**config.mk**
```make
export PLATFORM = sky130hd
export DESIGN_NAME = crc_framed_register_access_master
export DESIGN_NICKNAME = d
export VERILOG_FILES = /design/src/design/crfam_pkg.sv /design/src/design/crc_framed_register_access_master.sv /design/src/design/crfam_crc8.sv /design/src/design/crfam_ctrl.sv
export VERILOG_INCLUDE_DIRS = /design/src /design/src/design
export SDC_FILE = /design/constraint.sdc
export NUM_CORES = 1
export LEC_CHECK = 0
export ABC_AREA = 1
export BUFFER_PORTS_ARGS = -buffer_cell sky130_fd_sc_hd__buf_2
export CORE_UTILIZATION = 50
export DETAILED_ROUTE_END_ITERATION = 8
export GPL_ROUTABILITY_DRIVEN = 0
export MAX_ROUTING_LAYER = met4
export PLACE_DENSITY = 0.69
export SLEW_MARGIN = 20
export SYNTH_ARGS = -nofsm -noshare
export SYNTH_HDL_FRONTEND = slang
export SYNTH_SLANG_ARGS = --single-unit
```
**constraint.sdc**
```tcl
create_clock -name clk -period 4.6 [get_ports clk]
set_input_delay 0.23 -clock clk [delete_from_list [all_inputs] [get_ports clk]]
set_output_delay 0.23 -clock clk [all_outputs]
set_load 0.03 [all_outputs]
```
**src/design/crc_framed_register_access_master_defines.svh**
```systemverilog
// Assertion helpers used by crfam_ctrl; clocked on clk, disabled while rst_n is low.
`ifndef CRC_FRAMED_REGISTER_ACCESS_MASTER_DEFINES_SVH
`define CRC_FRAMED_REGISTER_ACCESS_MASTER_DEFINES_SVH

// Same-cycle implication.
`define CRFAM_ASSERT_IMPL(name, cond, prop) \
    name: assert property (@(posedge clk) disable iff (!rst_n) (cond) |-> (prop)) \
        else $error("assertion failed");

// Next-cycle implication.
`define CRFAM_ASSERT_NEXT(name, cond, prop) \
    name: assert property (@(posedge clk) disable iff (!rst_n) (cond) |=> (prop)) \
        else $error("assertion failed");

`endif

```
**src/design/crfam_pkg.sv**
```systemverilog
`default_nettype none

package crfam_pkg;

    localparam logic [1:0] OP_READ  = 2'd0;
    localparam logic [1:0] OP_WRITE = 2'd1;
    localparam logic [1:0] OP_RESP  = 2'd2;

    localparam logic [1:0] KIND_SEND = 2'd0;
    localparam logic [1:0] KIND_OK   = 2'd1;
    localparam logic [1:0] KIND_FAIL = 2'd2;

    localparam logic [7:0] CRC_POLY        = 8'h07;
    localparam logic [7:0] NO_ADDR         = 8'hFF;
    localparam logic [7:0] READ_ADDR_MASK  = 8'hFE;
    localparam logic [2:0] MAX_ATTEMPTS_RESET = 3'd3;

    typedef struct packed {
        logic [1:0]  op;
        logic [7:0]  address;
        logic [15:0] write_data;
        logic [31:0] rx_frame;
        logic [7:0]  rx_check;
        logic        rx_ok;
    } in_item_t;

    typedef struct packed {
        logic [1:0]  kind;
        logic [31:0] tx_frame;
        logic [7:0]  tx_check;
        logic [31:0] read_data;
    } out_item_t;

    // Bit-serial CRC-8, MSB first; used only to build the parity masks below.
    function automatic logic [7:0] crc8_serial(input logic [31:0] w);
        logic [7:0] c;
        c = '0;
        for (int b = 3; b >= 0; b--)
        begin
            c = c ^ w[8*b +: 8];
            for (int i = 0; i < 8; i++)
            begin
                c = c[7] ? ({c[6:0], 1'b0} ^ CRC_POLY) : {c[6:0], 1'b0};
            end
        end
        return c;
    endfunction

    // CRC bit j is the parity of the word bits selected by mask j.
    function automatic logic [7:0][31:0] crc8_masks();
        logic [7:0][31:0] m;
        logic [7:0]       c;
        m = '0;
        for (int k = 0; k < 32; k++)
        begin
            c = crc8_serial(32'(1) << k);
            for (int j = 0; j < 8; j++)
            begin
                m[j][k] = c[j];
            end
        end
        return m;
    endfunction

    localparam logic [7:0][31:0] CRC_MASKS = crc8_masks();

    function automatic logic [31:0] frame_of(input logic [7:0] rd, input logic [7:0] wr,
                                             input logic [15:0] val);
        logic [7:0] b0;
        b0 = (rd == NO_ADDR) ? NO_ADDR : (rd & READ_ADDR_MASK);
        return {b0, wr, val[7:0], val[15:8]};
    endfunction

endpackage

`default_nettype wire

```
**src/design/crc_framed_register_access_master.sv**
```systemverilog
// Datapath: an accepted item is captured in the input register, which feeds the result
// register through one level of logic; items that cause no result leave nothing behind.
// Throughput: one item per cycle; the combinational CRC-8 parity tree and
// phase update set that figure, and out_stall holds both stages.
// Reset: asynchronous, clears both valid flags, returns the phase to idle and
// loads max_attempts with 3.
`default_nettype none

module crc_framed_register_access_master (
    input  wire logic                 clk,
    input  wire logic                 rst_n,
    input  wire logic                 config_write,
    input  wire logic [2:0]           config_data,
    input  wire logic                 in_valid,
    output logic                      in_stall,
    input  wire crfam_pkg::in_item_t  in_item,
    output logic                      out_valid,
    input  wire logic                 out_stall,
    output crfam_pkg::out_item_t      out_item
);

    logic                  s1_valid_reg;
    crfam_pkg::in_item_t   s1_item_reg;
    logic                  out_valid_reg;
    crfam_pkg::out_item_t  out_item_reg;

    logic                  out_free;
    logic                  res_valid;
    crfam_pkg::out_item_t  res;

    assign out_free  = !out_valid_reg || !out_stall;
    assign in_stall  = s1_valid_reg && !out_free;
    assign out_valid = out_valid_reg;
    assign out_item  = out_item_reg;

    crfam_ctrl u_ctrl (
        .clk          (clk),
        .rst_n        (rst_n),
        .config_write (config_write),
        .config_data  (config_data),
        .item_valid   (s1_valid_reg),
        .item         (s1_item_reg),
        .advance      (out_free),
        .result_valid (res_valid),
        .result       (res)
    );

    always_ff @(posedge clk or negedge rst_n)
    begin
        if (!rst_n)
        begin
            s1_valid_reg  <= 1'b0;
            out_valid_reg <= 1'b0;
        end
        else
        begin
            if (!in_stall)
            begin
                s1_valid_reg <= in_valid;
            end
            if (out_free)
            begin
                out_valid_reg <= s1_valid_reg && res_valid;
            end
        end
    end

    // payload registers: input loads on transfer, output loads whenever free; hold otherwise
    always_ff @(posedge clk)
    begin
        if (in_valid && !in_stall)
        begin
            s1_item_reg <= in_item;
        end
        if (out_free)
        begin
            out_item_reg <= res;
        end
    end

endmodule

`default_nettype wire

```
**src/design/crfam_crc8.sv**
```systemverilog
`default_nettype none

module crfam_crc8 (
    input  wire logic [31:0] data,
    output logic      [7:0]  crc
);

    always_comb
    begin
        for (int j = 0; j < 8; j++)
        begin
            crc[j] = ^(data & crfam_pkg::CRC_MASKS[j]);
        end
    end

endmodule

`default_nettype wire

```
**src/design/crfam_ctrl.sv**
```systemverilog
`default_nettype none
`include "crc_framed_register_access_master_defines.svh"

module crfam_ctrl (
    input  wire logic                 clk,
    input  wire logic                 rst_n,
    input  wire logic                 config_write,
    input  wire logic [2:0]           config_data,
    input  wire logic                 item_valid,
    input  wire crfam_pkg::in_item_t  item,
    input  wire logic                 advance,
    output logic                      result_valid,
    output crfam_pkg::out_item_t      result
);

    typedef enum logic [1:0] {PH_IDLE, PH_WRITE, PH_ADDR, PH_FETCH} phase_t;

    phase_t      phase_reg, phase_next;
    logic [2:0]  attempts_done_reg, attempts_done_next;
    logic [7:0]  held_address_reg, held_address_next;
    logic [15:0] held_value_reg, held_value_next;
    logic [2:0]  max_attempts_reg;

    logic [7:0]  rx_crc;
    logic [7:0]  tx_crc;
    logic [31:0] tx_frame;
    logic [1:0]  kind;
    logic [31:0] read_data;
    logic        good;
    logic        is_write;
    logic [15:0] cmd_value;

    crfam_crc8 u_rx_crc (.data(item.rx_frame), .crc(rx_crc));
    crfam_crc8 u_tx_crc (.data(tx_frame),      .crc(tx_crc));

    always_comb
    begin
        phase_next         = phase_reg;
        attempts_done_next = attempts_done_reg;
        held_address_next  = held_address_reg;
        held_value_next    = held_value_reg;
        result_valid       = 1'b0;
        kind               = crfam_pkg::KIND_SEND;
        tx_frame           = '0;
        read_data          = '0;
        good               = item.rx_ok && (rx_crc == item.rx_check);
        is_write           = (item.op == crfam_pkg::OP_WRITE);
        cmd_value          = is_write ? item.write_data : 16'd0;

        if (item_valid)
        begin
            if ((item.op == crfam_pkg::OP_READ || is_write) && phase_reg == PH_IDLE)
            begin
                held_address_next  = item.address;
                held_value_next    = cmd_value;
                attempts_done_next = 3'd1;
                phase_next         = is_write ? PH_WRITE : PH_ADDR;
                result_valid       = 1'b1;
                tx_frame           = is_write
                    ? crfam_pkg::frame_of(crfam_pkg::NO_ADDR, item.address, cmd_value)
                    : crfam_pkg::frame_of(item.address, crfam_pkg::NO_ADDR, 16'd0);
            end
            else if (item.op == crfam_pkg::OP_RESP && phase_reg != PH_IDLE)
            begin
                result_valid = 1'b1;
                if (!good)
                begin
                    if (attempts_done_reg >= max_attempts_reg)
                    begin
                        phase_next = PH_IDLE;
                        kind       = crfam_pkg::KIND_FAIL;
                    end
                    else
                    begin
                        // restart the whole operation
                        attempts_done_next = 3'(attempts_done_reg + 3'd1);
                        if (phase_reg == PH_WRITE)
                        begin
                            tx_frame = crfam_pkg::frame_of(crfam_pkg::NO_ADDR,
                                                           held_address_reg, held_value_reg);
                        end
                        else
                        begin
                            phase_next = PH_ADDR;
                            tx_frame   = crfam_pkg::frame_of(held_address_reg,
                                                             crfam_pkg::NO_ADDR, 16'd0);
                        end
                    end
                end
                else
                begin
                    unique case (phase_reg)
                        PH_ADDR:
                        begin
                            phase_next = PH_FETCH;
                            tx_frame   = crfam_pkg::frame_of(crfam_pkg::NO_ADDR,
                                                             crfam_pkg::NO_ADDR, 16'd0);
                        end
                        PH_FETCH:
                        begin
                            phase_next = PH_IDLE;
                            kind       = crfam_pkg::KIND_OK;
                            read_data  = {item.rx_frame[7:0], item.rx_frame[15:8],
                                          item.rx_frame[23:16], item.rx_frame[31:24]};
                        end
                        default:
                        begin
                            phase_next = PH_IDLE;
                            kind       = crfam_pkg::KIND_OK;
                        end
                    endcase
                end
            end
        end

        result.kind      = kind;
        result.tx_frame  = tx_frame;
        result.tx_check  = (kind == crfam_pkg::KIND_SEND) ? tx_crc : 8'd0;
        result.read_data = read_data;
    end

    always_ff @(posedge clk or negedge rst_n)
    begin
        if (!rst_n)
        begin
            phase_reg         <= PH_IDLE;
            attempts_done_reg <= '0;
            held_address_reg  <= '0;
            held_value_reg    <= '0;
            max_attempts_reg  <= crfam_pkg::MAX_ATTEMPTS_RESET;
        end
        else
        begin
            if (item_valid && advance)
            begin
                phase_reg         <= phase_next;
                attempts_done_reg <= attempts_done_next;
                held_address_reg  <= held_address_next;
                held_value_reg    <= held_value_next;
            end
            if (config_write)
            begin
                max_attempts_reg <= config_data;
            end
        end
    end

    `CRFAM_ASSERT_IMPL(a_busy_has_attempt, phase_reg != PH_IDLE, attempts_done_reg != 3'd0)
    `CRFAM_ASSERT_IMPL(a_fetch_value_zero, phase_reg == PH_FETCH, held_value_reg == 16'd0)
    `CRFAM_ASSERT_NEXT(a_idle_holds, phase_reg == PH_IDLE && !(item_valid && advance),
                       phase_reg == PH_IDLE)
    `CRFAM_ASSERT_IMPL(a_resp_answers,
                       item_valid && item.op == crfam_pkg::OP_RESP && phase_reg != PH_IDLE,
                       result_valid)

endmodule

`default_nettype wire
```
==> qor.yml <==
postSynthAreaPerCell_um2: 7.74
mappedNetlistNets: 1398
drive_gt1_share_pct: 17.7
maxCapViolCount: 0
number_of_buffers_created_by_cts: 17
slew-limit-headroom_pct: 39.4
clkSlewWorstSetupHoldPaths_ns: 0.08
timing.critical_path.slowest_stage_cell: "sky130_fd_sc_hd__edfxtp_1"
slew_worst_pin_ns: 0.906
final.setup_skew_ns: 0.0151
yosys.area_share.adder_pct: 0.490
synth.mux.area_fraction_pct: 0.220
grt_pass1_wl_mm: 40.6
total_leakage_power_uw: 0.00676
synthXorXnorAreaFrac_pct: 2.82
yosys_warnings: 0
worst-endpoint-required_ns: 4.79
clk-insertion-delay-late_ns: 0.44
synth_top_cell_by_area: "sky130_fd_sc_hd__edfxtp_1"
gate_count_post_synth: 1319
critical_path.endpoint_type: "flop"
grt_start_max_net_pins: 48
synth_top_family_by_area: "simple AND/OR/NAND/NOR gates"
holdWs_ns: 0.0116
timing.critical_path.slowest_cell_delay_ns: 0.49
cts_buffer_depth: 2
fin_nets: 1621
antenna_found_initial: 0
timing.fmax_ghz: 0.277
post_synth_main_area_contributors: "sky130_fd_sc_hd__edfxtp_1 41%, sky130_fd_sc_hd__nand2_1 20%, sky130_fd_sc_hd__dfrtp_1 7.8%"
vias: 9105
critical_path.most_common_cell: "sky130_fd_sc_hd__nand2_1"
postRouteWirelength_mm: 24.8
final_area_um2: 12600
min_path_type: "in -> reg"
synth-compound-area-share_pct: 4.80
crit_family: "simple AND/OR/NAND/NOR gates"
drt.antenna.violating_nets: 0
worstPathBufferInverterCount: 4
wl_per_cell_um: 13.6
track_usage_pct: 25.0
final_hold_viol_count: 0
post-dp-hpwl_mm: 17.8
synth_sequential_area_ratio_pct: 49.8
drc_violation_total_after_the_first_tritonroute_iteration: 620
finalCritPeriodShare_pct: 78.4
criticalPathCategory: "reg -> reg"
placed_cells: 1719
areaGrowthSynthToFinish_pct: 22.9
netlist_area_um2: 10200
final_cell_mix: "549 x sky130_fd_sc_hd__nand2_1, 151 x sky130_fd_sc_hd__inv_1, 150 x sky130_fd_sc_hd__buf_2"
critPathMaxFanout: 11
n_antenna_cell: 0
final_cells: 1820
post_synth_and_or_nand_nor_area_fraction_pct: 34.2
arrival_ns: 3.79
detail_route.first_pass.iterations: 5
setup_viol_count_final: 0
cts.root.buffer_cell: "sky130_fd_sc_hd__clkbuf_16"
ctsHtreeMaxLevel: 4
core_um2: 19700
cts_tree: "done"
synth.lib_cells_used.distinct: 48
post_dp_cell_area_um2: 11300
first_global_vias: 8256
num_io_pins: 151
startpoint_type: "flop"
io_buffer_count: 150
cp_cell_sequence: "inv_1 -> nand2_1 -> nand2_1 -> nand2_1 -> nand2_1 -> nand3_1 -> nand2_1 -> inv_1 -> nand2_1 -> nand2_1 -> inv_1 -> nand2_1 -> nor2_4 -> nand4_2 -> nand3_1 -> nand2_1 -> nand2_2 -> inv_2 -> nand2_1 -> nand2_2 -> xor2_1 -> nand2_1 -> nand2_1 -> nand2_1"
chipHeight_um: 145
die_w_um: 145
clkSinkCount: 175
route.detailed.vias_per_inst: 5.00
slew_violations: 0
timing.setup.tns_ns: 0
post-route-drc-count: 0
unrepaired_setup_endpoints_after_global_routing: "false"
largest_register_ff_count: 74
ir_drop_v: 0.000289
layout_commonest_cell: "sky130_fd_sc_hd__nand2_1"
grt-ovfl-total: 0
starting_density_of_the_core_pct: 51.8
synth_top_cell_area_share_pct: 41.5
outcome: "finished, final reports clean"
final_period_minus_worst_setup_slack_ns: 3.60
core.rowCount: 51
synth_seq_cells: 175
cellPowerDensity_nw_per_um2: 466
die-area_um2: 21000
## timing repair
| action | CTS | global route |
|---|---|---|
| resized for setup | 0 | 0 |
| hold endpoints to repair | 99 | 0 |
| setup buffers | 0 | 0 |
| hold buffers | 69 | 0 |
## where the power goes
part | total, uW | internal [uW] | switching [uW] | leakage, uW
sequential | 2240 | 2090 | 154 | 0.00194
combinational | 2140 | 661 | 1480 | 0.00452
clock | 1470 | 765 | 708 | 0.000297
## through the flow
step / util (%) / power, uW / setup WS [ns]
finish: 63.7 / 5850 / 0.996
global route: 63.7 / 6220 / 0.659
CTS: 63.7 / 5860 / 1.05
detailed placement: 57.1 / 4340 / 1.10
global placement: 57.1 / 4300 / 1.17
floorplan: - / 3830 / 0.748
## kinds of logic (layout without fill, tap and decap cells)
family	count (synthesis)	count (layout)
compound gates	81	81
xor+xnor	32	32
fa+ha+maj	4	4
buf+inv	202	438
flops	175	175
mux	2	2
simple gates	823	823
## worst register-to-register path: cells and delay by family, from the launching register on
family	cells	cell delay [ns]
buf+inv	4	0.34
flops	1	0.49
xor+xnor	1	0.30
simple gates	19	2.23
## synthesized netlist by cell type (all sizes together)
cell,instances
a21o,1
nand3b,1
nor3,4
a211oi,1
nand2,578
a22oi,1
a21oi,37
edfxtp,141
nand3,127
nor3b,1
dfstp,2
xor2,22
buf,14
o32ai,1
a21boi,1
nand4,13
ha,4
or2,1
a31oi,1
nor4,2
dfrtp,32
o21ai,28
clkbuf,10
xnor2,10
nor2,95
mux2,2
and2,1
inv,178
o31ai,1
a32oi,9
## routing by layer
| layer | GRT usage (%) | vias to the layer above | share of wire (%) |
|---|---|---|---|
| li1 | - | 4656 | - |
| met1 | 34.7 | 4144 | 49 |
| met2 | 38.9 | 281 | 45 |
| met3 | 3.14 | 24 | 5.1 |
| met4 | 5.85 | 0 | 1.1 |
| met5 | - | - | 0 |
## final timing paths
check	startpoint	endpoint	slack, ns	cells after the start
worst max-delay path	s1_item_reg[25]$_DFFE_PP_	out_item[35]$_SDFFCE_PP0N_	1.0	24
worst min-delay path	in_item[39]	s1_item_reg[39]$_DFFE_PP_	0.01	1
worst max register to register	s1_item_reg[25]$_DFFE_PP_	out_item[35]$_SDFFCE_PP0N_	1.0	24
worst min register to register	u_ctrl.held_value_reg[11]$_DFFE_PN0P_	u_ctrl.held_value_reg[11]$_DFFE_PN0P_	0.50	1
max in group asynchronous	rst_n	u_ctrl.phase_reg[0]$_DFFE_PN0P_	3.63	2
min in group asynchronous	rst_n	u_ctrl.held_address_reg[4]$_DFFE_PN0P_	0.44	2
## layout make-up
type / count / area (um2)
flip-flops and latches: 175 / 5090
clock buffers: 18 / 450
inverters: 178 / 668
well taps: 265 / 332
fillers: 1698 / 7160
repair buffers: 228 / 1510
clock inverters: 14 / 156
multi-input cells: 942 / 4350
Power figures use the tool's default switching activity.
